--- config.mk ---
export PLATFORM = sky130hd
export DESIGN_NAME = bblur_scan
export DESIGN_NICKNAME = d
export VERILOG_FILES = /design/src/design/box_blur_3x3_stream_core_defines.svh /design/src/design/bblur_pkg.sv /design/src/design/bblur_scan.sv
export SDC_FILE = /design/constraint.sdc
export NUM_CORES = 1
export LEC_CHECK = 0
export ABC_AREA = 1
export BUFFER_PORTS_ARGS = -buffer_cell sky130_fd_sc_hd__buf_2
export CAP_MARGIN = 20
export CORE_ASPECT_RATIO = 0.8
export CORE_MARGIN = 8
export CORE_UTILIZATION = 50
export DETAILED_ROUTE_END_ITERATION = 10
export PLACE_DENSITY = 0.76
export SLEW_MARGIN = 5
export SYNTH_ARGS = -nofsm -noshare
export SYNTH_HDL_FRONTEND = slang
export SYNTH_SLANG_ARGS = --single-unit
export TNS_END_PERCENT = 50
--- constraint.sdc ---
create_clock -name clk_i -period 1.61 [get_ports clk_i]
set_input_delay 0.161 -clock clk_i [delete_from_list [all_inputs] [get_ports clk_i]]
set_output_delay 0.161 -clock clk_i [all_outputs]
set_load 0.05 [all_outputs]
--- src/design/box_blur_3x3_stream_core_defines.svh ---
// assertion macros for the 3x3 box blur stream core
// expects clk_i and rst_ni in the scope where a macro is used
`ifndef BOX_BLUR_3X3_STREAM_CORE_DEFINES_SVH
`define BOX_BLUR_3X3_STREAM_CORE_DEFINES_SVH

// clocked property, off while reset is asserted
`define BBLUR_ASSERT(lbl, prop, msg) \
  lbl: assert property (@(posedge clk_i) disable iff (!rst_ni) (prop)) else $error(msg);

// same-cycle implication
`define BBLUR_ASSERT_IMPLIES(lbl, ante, cons, msg) \
  `BBLUR_ASSERT(lbl, (ante) |-> (cons), msg)

`endif

--- src/design/bblur_pkg.sv ---
// shared types, constants and a helper function of the 3x3 box blur core
// no dependencies
`timescale 1ns / 1ps

package bblur_pkg;

  // field widths
  localparam int unsigned PIXEL_W    = 8;
  localparam int unsigned OUT_ROW_W  = 11;
  localparam int unsigned OUT_COL_W  = 11;
  localparam int unsigned OUT_CH_W   = 2;
  localparam int unsigned CFG_IDX_W  = 2;
  localparam int unsigned CFG_DATA_W = 12;
  localparam int unsigned CFG_CH_W   = 3;

  // filter geometry and arithmetic
  localparam int unsigned KERNEL_DIM  = 3;
  localparam int unsigned QUOT_W      = 5;   // floor(255/9) = 28
  localparam int unsigned SUM_W       = 8;   // nine taps of at most 28
  localparam int unsigned PROD_W      = 14;
  localparam int unsigned RECIP9_MUL  = 57;  // 57/512 slightly above 1/9
  localparam int unsigned RECIP9_SHIFT = 9;
  localparam logic [PIXEL_W-1:0] BORDER_VALUE = 8'd255;

  // register values after reset
  localparam int unsigned WIDTH_RESET    = 640;
  localparam int unsigned HEIGHT_RESET   = 480;
  localparam int unsigned CHANNELS_RESET = 3;

  // bit positions of the result kinds one sample can cause, in output order
  localparam int unsigned RES_INNER    = 0;  // (r-1, c-1)
  localparam int unsigned RES_EDGE     = 1;  // (r-1, c) at the last column
  localparam int unsigned RES_LAST_ROW = 2;  // (r, c) on the last row
  localparam int unsigned RES_KINDS    = 3;

  // configuration register indexes
  typedef enum logic [CFG_IDX_W-1:0] {
    CFG_IMAGE_WIDTH   = 2'd0,
    CFG_IMAGE_HEIGHT  = 2'd1,
    CFG_CHANNEL_COUNT = 2'd2
  } cfg_reg_e;

  // one result item
  typedef struct packed {
    logic [OUT_ROW_W-1:0] row;
    logic [OUT_COL_W-1:0] col;
    logic [OUT_CH_W-1:0]  channel;
    logic [PIXEL_W-1:0]   value;
    logic                 last_of_item;
    logic                 last_of_image;
  } res_t;

  // floor(p/9) for 8-bit p by reciprocal multiply
  function automatic logic [QUOT_W-1:0] div9(input logic [PIXEL_W-1:0] p);
    logic [PROD_W-1:0] prod;
    prod = PROD_W'(p) * PROD_W'(RECIP9_MUL);
    return prod[RECIP9_SHIFT +: QUOT_W];
  endfunction

endpackage

--- src/design/bblur_scan.sv ---
// raster position counters and line store address of the next input sample
// depends on bblur_pkg
`timescale 1ns / 1ps

module bblur_scan #(
  parameter int unsigned RowW  = 11,
  parameter int unsigned ColW  = 11,
  parameter int unsigned ChW   = 2,
  parameter int unsigned AddrW = 13,
  parameter int unsigned DimWW = 12,
  parameter int unsigned DimHW = 12
) (
  input  logic                           clk_i,
  input  logic                           rst_ni,
  input  logic                           adv_i,
  input  logic                           restart_i,
  input  logic [DimWW-1:0]               width_i,
  input  logic [DimHW-1:0]               height_i,
  input  logic [bblur_pkg::CFG_CH_W-1:0] chans_i,
  output logic [RowW-1:0]                row_o,
  output logic [ColW-1:0]                col_o,
  output logic [ChW-1:0]                 ch_o,
  output logic [AddrW-1:0]               addr_o
);

  import bblur_pkg::*;

  logic [RowW-1:0]  row_q, row_d;
  logic [ColW-1:0]  col_q, col_d;
  logic [ChW-1:0]   ch_q, ch_d;
  logic [AddrW-1:0] addr_q, addr_d;
  logic             ch_last, col_last, row_last;

  assign ch_last  = CFG_CH_W'(ch_q) == chans_i - 1'b1;
  assign col_last = col_q == ColW'(width_i - 1'b1);
  assign row_last = row_q == RowW'(height_i - 1'b1);

  // channel, then column, then row; the address restarts with each row
  always_comb begin
    row_d  = row_q;
    col_d  = col_q;
    ch_d   = ch_q;
    addr_d = addr_q;
    if (restart_i) begin
      row_d  = '0;
      col_d  = '0;
      ch_d   = '0;
      addr_d = '0;
    end else if (adv_i) begin
      addr_d = addr_q + 1'b1;
      if (ch_last) begin
        ch_d = '0;
        if (col_last) begin
          col_d  = '0;
          addr_d = '0;
          row_d  = row_last ? '0 : row_q + 1'b1;
        end else begin
          col_d = col_q + 1'b1;
        end
      end else begin
        ch_d = ch_q + 1'b1;
      end
    end
  end

  always_ff @(posedge clk_i or negedge rst_ni) begin
    if (!rst_ni) begin
      row_q  <= '0;
      col_q  <= '0;
      ch_q   <= '0;
      addr_q <= '0;
    end else begin
      row_q  <= row_d;
      col_q  <= col_d;
      ch_q   <= ch_d;
      addr_q <= addr_d;
    end
  end

  assign row_o  = row_q;
  assign col_o  = col_q;
  assign ch_o   = ch_q;
  assign addr_o = addr_q;

endmodule

* Word level (Yosys, flattened, before mapping)
Index checks and enable logic that the tools add are counted. Widths: inputs -> output; s select.
Cells by class: add/sub/neg operators 7, multiply operators 0, divide/modulo/power cells 0, $lt $le $gt $ge 0, equality and inequality tests 3, shifts and indexed selects 0, multiplexer cells 16, bitwise operators 0, reduce and logical (&&, ||, !) cells 5
Operators with widths (count):
- $mux 11 | 9
- $mux 13 | 4
- $add 11x1->11 const B | 2
- $eq 11x11->1 | 2
- $sub 11x1->11 const B | 2
- $add 13x1->13 const B | 1
- $mux 2 | 3
- $reduce_bool 2->1 | 3
- $eq 2x3->1 | 1
- $reduce_and 3->1 | 1
- $sub 3x1->3 const B | 1
- $add 2x1->2 const B | 1
- $reduce_and 2->1 | 1
Storage, ports and cells: register bits after elaboration 37, latch bits 0, RAM bits 0, bits in read-only memories 0, word-level logic and storage cells 35, memories kept 0

* Longest topological paths before layout
Gate-level depths: netlist of run 1.
depth after elaboration 7, depth in mapped cells 16, depth with buffers taken out 16

* Worst setup path before layout of run 1
Ideal clock, no wire load.
path kind reg2reg, start point reg row_q[0], in the netlist row_o[0], end point reg row_q[10], in the netlist row_o[10], data arrival time 1.847 ns, data required time 1.497 ns, slack -0.350 ns, cell stages (with the launch flop) 11, buffers on the path 0, period minus slack after synthesis 1.960 ns, cell sequence dfrtp_1 > ha_1 > nand4_1 > nor2_1 > nand4_1 > nor2_1 > a21oi_1 > nand2_1 > nand2_2 > nand2_1 > inv_1
Between the ends: longest elaborated chain between the ends 6, elaborated cells on any way between the ends 7
Ends and longest elaborated chain:
- from (decl) | line bblur_scan.sv:28 | logic [RowW-1:0] row_q, row_d;
- from (signal assigned) | line bblur_scan.sv:73 | row_q <= row_d;
- $add 11x1->11 / $eq 11x11->1 (equally long branches) | line bblur_scan.sv:56, bblur_scan.sv:36
- $mux 11 * | line bblur_scan.sv:56 | row_d = row_last ? '0 : row_q + 1'b1;
- $mux 11 * | line bblur_scan.sv:53 | if (col_last) begin
- $mux 11 * | line bblur_scan.sv:51 | if (ch_last) begin
- $mux 11 * | line bblur_scan.sv:49 | end else if (adv_i) begin
- $mux 11 * | line bblur_scan.sv:44 | if (restart_i) begin
Mark *: on every way between the ends. The rest lies on a longest branch, timed or not. The select of a mux whose other input is x is not followed. A chain may end at the register's enable or synchronous reset.

* Worst setup path after layout of run 1
start point reg col_q[3], in the netlist col_o[3], end point reg col_q[3], in the netlist col_o[3]
Between the ends: longest elaborated chain between the ends 5, elaborated cells on any way between the ends 6
Ends and longest elaborated chain:
- from (decl) | line bblur_scan.sv:29 | logic [ColW-1:0] col_q, col_d;
- from (signal assigned) | line bblur_scan.sv:74 | col_q <= col_d;
- $add 11x1->11 / $eq 11x11->1 (equally long branches) | line bblur_scan.sv:58, bblur_scan.sv:35
- $mux 11 * | line bblur_scan.sv:53
- $mux 11 * | line bblur_scan.sv:51
- $mux 11 * | line bblur_scan.sv:49
- $mux 11 * | line bblur_scan.sv:44
Marks and branches as above.

==> results.md, run 1 <==
- Num Clock Sinks: 37
- Clock Latency Late Sink: 0.29 ns
- Die Ht: 85.3 um
- Syn Nets: 466
- Antenna cells: 0
- Critical path class: reg -> reg
- DRT iter0 DRCs: between 150 and 200
- Setup ws final: -0.152 ns
- First-pass GRT wire length: 13,400 um
- Vias in the first global route: 3,030
- Unrepaired setup endpoints after global routing: yes
- Htree depth: 2
- Port bufs: 65
- DRC violations left: 0
- Core Area: around 0.0058 sq mm
- Most frequent cells in the layout: nand2_1 (106), buf_2 (65), buf_4 (59)
- Peak supply drop: 0.542 mV
- Hold Fails Final Rpt: 0
- Largest net degree at the start of global routing: 38
- Synth Cell Area: 0.00300 sq mm
- Count of cell types in the netlist: 37
- Run status: finished with violations
- Fin area: around 0.0043 sq mm
- Skew final: 0.00920 ns
- Hpwl dp: 6300 um
- Number of top-level pins: 68
- Fill count: 441
- CTS tree: yes
- Die area: 0.00875 sq mm
- Pwr dens: 764 mW/mm^2
- Clk slew on worst S/H paths: 0.09 ns
- Min cycle time layout: 1.76 ns
- Final weighted congestion of routability-driven global placement: 0.873
- CP Capture Type: flop
- WHS: 0.175 ns
- CP arrival: 1.94 ns
- Syn_area_per_cell: 6.99 sq um
- Final period utilization: 1.09
- Initial Utilization: 0.513
- Nets: 603
- DR vias: 3,286
- Placed inst area: 0.00389 sq mm
- Highest clock rate: 0.567 GHz
- Synth Register Bits: 37
- Total Routed Length: 8540 um
- CTS Buf Count: 5
- Area growth syn-to-layout: 43.3%
- Maximum clock insertion buffer count: 2
- Post-detailed-route count of antenna-violating nets: 0
- Worst hold path class: in -> reg
- Row count: 25
- Root Driver: clkbuf_8
- Slew Viols, Final: 0
- CP Max Fanout: 6
- Mapped Cells: 429
- Gr usage total: 0.185
- Antenna violations before repair: 0
- Sequential element share of the synthesized area: 0.309
- Failing checks: setup timing
- Relative slew slack: 0.691
- Worst Tran Pin Value: 0.464 ns
- Wire per inst: 13.2 um
- First-pass detailed-route iteration total: 4
- Vias/cell: 5.07
- WP data required: 1.78 ns
- Max cap viols: 0
- Most common cell after layout, fill and taps aside: nand2_1
- Gr ovfl total: 0
- DIE WIDTH: around 100 um
- Layout cells sized above 1: 0.406
- Final setup violation count: 33
- Yosys warning count: 0
- Startpoint Class: flop
- Leakage power: 2.12 nW
- Total negative slack: -2.42 ns
## through the flow
stage | worst slack, ns | std cells | total power, mW | util
finish | -0.152 | 648 | 3.29 | 0.735
global route | -0.245 | 648 | 3.45 | 0.735
detailed placement | -0.285 | 626 | 2.18 | 0.665
floorplan | -0.124 | 429 | 1.79 | -
CTS | -0.107 | 640 | 3.22 | 0.707
global placement | -0.232 | 626 | 2.15 | 0.665
## routing by layer
| layer | track usage | up-vias | wire [um] |
|---|---|---|---|
| met5 | 0 | - | 0 |
| met2 | 0.284 | 111 | 3860 |
| met4 | 0.0279 | 0 | 76 |
| met3 | 0.0376 | 8 | 563 |
| li1 | - | 1649 | - |
| met1 | 0.264 | 1518 | 4050 |
## power breakdown
group | internal (mW) | total, mW | switching (mW)
sequential | 1.01 | 1.11 | 0.105
clock | 0.624 | 0.988 | 0.363
combinational | 0.466 | 1.19 | 0.719
## cells in the mapped netlist, drive strengths merged
master | n | area share
nand3 | 33 | 0.061
nor2 | 64 | 0.093
a31oi | 1 | 0.0021
a21oi | 10 | 0.020
xnor3 | 1 | 0.0075
nand2 | 129 | 0.18
o22ai | 6 | 0.013
clkbuf | 1 | 0.0046
and3 | 2 | 0.0042
xnor2 | 8 | 0.023
inv | 51 | 0.064
ha | 6 | 0.025
nor3 | 11 | 0.020
nand3b | 4 | 0.010
o21ai | 23 | 0.051
buf | 5 | 0.013
nand4 | 10 | 0.021
dfrtp | 37 | 0.31
clkinv | 1 | 0.0013
a21o | 1 | 0.0025
mux2i | 1 | 0.0033
xor2 | 22 | 0.064
nor4 | 2 | 0.0042
## worst max-delay path: stages, from the launching register on
cell     delay [ns]
dfrtp_2        0.46
nor2_1         0.10
nor2_1         0.05
nand2_1        0.06
nand3_1        0.07
nor2_1         0.10
nand2_1        0.10
nor2_4         0.14
nand2_4        0.10
a21oi_4        0.28
buf_6          0.15
nor2_1         0.04
## area by class of cell
cell class / instances / area, sq um / share of cell area
clock buffer: 5 / 68.8 / 0.0160
clock inverter: 3 / 68.8 / 0.0160
inverter: 52 / 203 / 0.0471
multi-input combinational: 337 / 2010 / 0.468
sequential: 37 / 952 / 0.221
tap: 81 / 101 / 0.0236
timing repair buffer: 133 / 895 / 0.208
## cells by family (layout without fill, tap and decap cells)
kind of cell / after synthesis / after routing / share of synthesized area
buffers and inverters: 58 / 193 / 0.0830
AOI/OAI and AO/OA: 41 / 41 / 0.0884
DFF: 37 / 37 / 0.309
muxes: 1 / 1 / 0.00334
adders and majority gates: 6 / 6 / 0.0250
and+or+nand+nor: 255 / 258 / 0.396
xor gates and xnor gates: 31 / 31 / 0.0951
## state kept, by name (all words and copies together), names as in the netlist
| register | count |
|---|---|
| ch_o | 2 |
| col_o | 11 |
| addr_o | 13 |
| row_o | 11 |
## path summary, 6_finish.rpt
path                                 from  cells after the start        end  slack (ns)
worst min register to register  addr_o[0]                      1  addr_o[0]        0.53
worst min-delay path                adv_i                      4  addr_o[7]        0.17
min in group asynchronous          rst_ni                      3  addr_o[7]        0.42
max in group asynchronous          rst_ni                      3   col_o[9]        0.82
worst max register to register   col_o[3]                     11   col_o[3]       -0.15
worst max-delay path             col_o[3]                     11   col_o[3]       -0.15
## repair_timing
action / in CTS / in global routing
resized for setup: 13 / 24
endpoints found under the hold margin: 37 / 0
hold buffers: 1 / 0
buffers inserted: 4 / 6
endpoints found under the setup margin: 32 / 34
pin swaps: 17 / 15
gates cloned: 1 / 2
Power figures use the tool's default switching activity.
==> run 2, diff against run 1 <==
--- a/config.mk
+++ b/config.mk
@@ -13,6 +13,7 @@
 export CORE_UTILIZATION = 50
 export DETAILED_ROUTE_END_ITERATION = 10
 export PLACE_DENSITY = 0.76
+export RECOVER_POWER = 50
 export SLEW_MARGIN = 5
 export SYNTH_ARGS = -nofsm -noshare
 export SYNTH_HDL_FRONTEND = slang
==> run 2 against run 1 <==
Compared with the run above:
- sequential power about the same
- final cell count unchanged
- sequential share of layout area about the same
- critical path type unchanged
- setup slack is essentially flat
- fmax about the same
- largest cell class unchanged
- power about the same
- die area is the same
- the run still ends with setup timing left
- combinational power about the same
==> results.md, run 2 (synthesized netlist as in run 1, its figures left out) <==
- Run status: finished with violations
- Failing checks: setup timing
- Clock Latency Late Sink: 0.29 ns (about the same)
- DIE WIDTH: 103 um (unchanged)
- Unrepaired setup endpoints after global routing: yes
- Highest clock rate: 0.567 GHz (about the same)
- CP Max Fanout: 6 (unchanged)
- Placed inst area: 0.00389 sq mm (unchanged)
- Port bufs: 65 (unchanged)
- Hold Fails Final Rpt: 0 (unchanged)
- DRT iter0 DRCs: 170 (unchanged)
- Met1 GRT Util: 0.264 (unchanged)
- Wire per inst: 13.2 um (about the same)
- WP data required: 1.78 ns (about the same)
- Top cell by count, worst path: nor2_1
- Worst Tran Pin Value: 0.899 ns (+0.435 ns)
- Clock share of power: 0.301 (about the same)
- CTS Buf Count: 5 (unchanged)
- Int Pwr: 2.10 mW (about the same)
- Relative slew slack: 0.401 (-0.290)
- Worst path cell trace: nor2_1 > nor2_1 > nand2_1 > nand3_1 > nor2_1 > nand2_1 > nor2_4 > nand2_4 > a21oi_4 > buf_6 > nor2_1
- Htree depth: 2 (unchanged)
- Initial Utilization: 0.513 (unchanged)
- First-pass detailed-route iteration total: 4 (unchanged)
- Crit-path max cell delay: 0.46 ns (about the same)
- Nets: 603 (unchanged)
- Combinational share of power: 0.361 (about the same)
- Peak supply drop: 0.542 mV (about the same)
- Hpwl dp: 6300 um (unchanged)
- Family with the most delay on the worst path: simple AND/OR/NAND/NOR gates
- Switch Pwr: 1.19 mW (about the same)
- Most frequent cells in the layout: nand2_1 (106), buf_2 (64), buf_4 (58)
- Number of top-level pins: 68 (unchanged)
- Leakage power: 2.11 nW (-0.24%)
- Max cap viols: 0 (unchanged)
- Slew Viols, Final: 0 (unchanged)
- Vias/cell: 5.07 (unchanged)
- Pwr dens: 765 mW/mm^2 (about the same)
- Critical path class: reg -> reg
- First-pass GRT wire length: 13,400 um (unchanged)
- Final cell utilization of the core: 0.734 (about the same)
- Total Routed Length: 8550 um (about the same)
- WP buf/inv: 1 (unchanged)
- Gr usage total: 0.185 (unchanged)
- Final std cells w/o fill: 648 (unchanged)
- Die Ht: 85.3 um (unchanged)
- GR Util met2: 0.284 (unchanged)
- Placed Instances: 626 (unchanged)
- Antenna violations before repair: 0 (unchanged)
- Most common cell after layout, fill and taps aside: nand2_1
- Num Clock Sinks: 37 (unchanged)
- Number of flip-flops in the largest register: 13 (unchanged)
- Final setup violation count: 33 (unchanged)
- Area growth syn-to-layout: 43.2% (about the same)
- Row count: 25 (unchanged)
- Post-detailed-route count of antenna-violating nets: 0 (unchanged)
- Setup ws final: -0.152 ns (-0.000140 ns)
- Final period utilization: 1.09 (about the same)
- CTS tree: yes
- CP max-delay cell: dfrtp_2
- Switching share of power: 0.362 (about the same)
- DR vias: 3,286 (unchanged)
- Sequential share of power: 0.339 (about the same)
- Skew final: 0.00908 ns (-0.000122 ns)
- Maximum clock insertion buffer count: 2 (unchanged)
- Layout cells sized above 1: 0.404 (-0.00176)
- Gr ovfl total: 0 (unchanged)
- R2R Setup Slk: -0.15 ns (about the same)
- CP arrival: 1.94 ns (about the same)
- Vias in the first global route: 3,030 (unchanged)
- Antenna cells: 0 (unchanged)
- Min cycle time layout: 1.76 ns (+0.000140 ns)
- Global route hottest layer: met2
- Largest net degree at the start of global routing: 38 (unchanged)
- Clk slew on worst S/H paths: 0.09 ns (about the same)
- Core Area: 0.00585 sq mm (unchanged)
- Fin area: 0.00430 sq mm (about the same)
- Root Driver: clkbuf_8
- Die area: 0.00875 sq mm (unchanged)
- Met3 Use GR: 0.0376 (unchanged)
- Startpoint Class: flop
- DRC violations left: 0 (unchanged)
- Worst hold path class: in -> reg
- CP Capture Type: flop
- Final weighted congestion of routability-driven global placement: 0.873 (unchanged)
==> run 2: changes by cell type in the layout (fill, tap and decap cells not counted), sizes merged <==
cell    previous run  this run
clkbuf             5         7
buf              132       130
==> run 2: worst reg2reg max path: stages, from the launching register on <==
cell     delay, ns
dfrtp_2       0.46
nor2_1        0.10
nor2_1        0.05
nand2_1       0.06
nand3_1       0.07
nor2_1        0.10
nand2_1       0.10
nor2_4        0.14
nand2_4       0.10
a21oi_4       0.28
buf_6         0.15
nor2_1        0.04
==> run 2: path summary, 6_finish.rpt <==
check	cells after the start	start	endpoint
min reg2reg	1	addr_o[0]	addr_o[0]
max reg2reg	11	col_o[3]	col_o[3]
max	11	col_o[3]	col_o[3]
min in group asynchronous	3	rst_ni	addr_o[7]
min	4	adv_i	addr_o[7]
max in group asynchronous	3	rst_ni	col_o[9]
==> run 2: power by group through the flow <==
stage | Clock, mW | Sequential (mW) | Combinational, mW
after floorplan | 0 | 1.36 | 0.424
after CTS | 0.998 | 1.12 | 1.11
after global placement | 0 | 1.13 | 1.02
after global routing | 1.04 | 1.13 | 1.28
final | 0.987 | 1.11 | 1.18
after detailed placement | 0 | 1.13 | 1.05
==> run 2: per-stage QoR <==
step | hold slack [ns] | setup slack, ns | power [mW] | TNS [ns]
detailed placement | 0.237 | -0.285 | 2.18 | -7.23
global route | 0.188 | -0.245 | 3.45 | -5.66
global placement | 0.229 | -0.232 | 2.15 | -5.82
floorplan | -0.135 | -0.124 | 1.79 | -2.26
finish | 0.175 | -0.152 | 3.28 | -2.41
CTS | 0.174 | -0.107 | 3.22 | -0.774
==> run 2: metal layers <==
| layer | vias to the layer above | part of all wire |
|---|---|---|
| li1 | 1649 | - |
| met1 | 1515 | 0.47 |
| met2 | 114 | 0.45 |
| met3 | 8 | 0.068 |
| met4 | 0 | 0.0089 |
| met5 | - | 0 |
==> run 2: area by class of cell <==
cell class,count,area (sq um)
Multi-Input combinational cell,337,2010
Fill cell,443,1550
Sequential cell,37,952
Timing Repair Buffer,133,891
Inverter,52,203
Tap cell,81,101
Clock buffer,5,68.8
Clock inverter,3,68.8
==> run 2: timing repair <==
item	in CTS	in global routing
hold buffers	1	0
endpoints found under the hold margin	37	0
buffers inserted	4	6
pin swaps	17	15
cloned	1	2
endpoints found under the setup margin	32	34
resized for setup	13	24
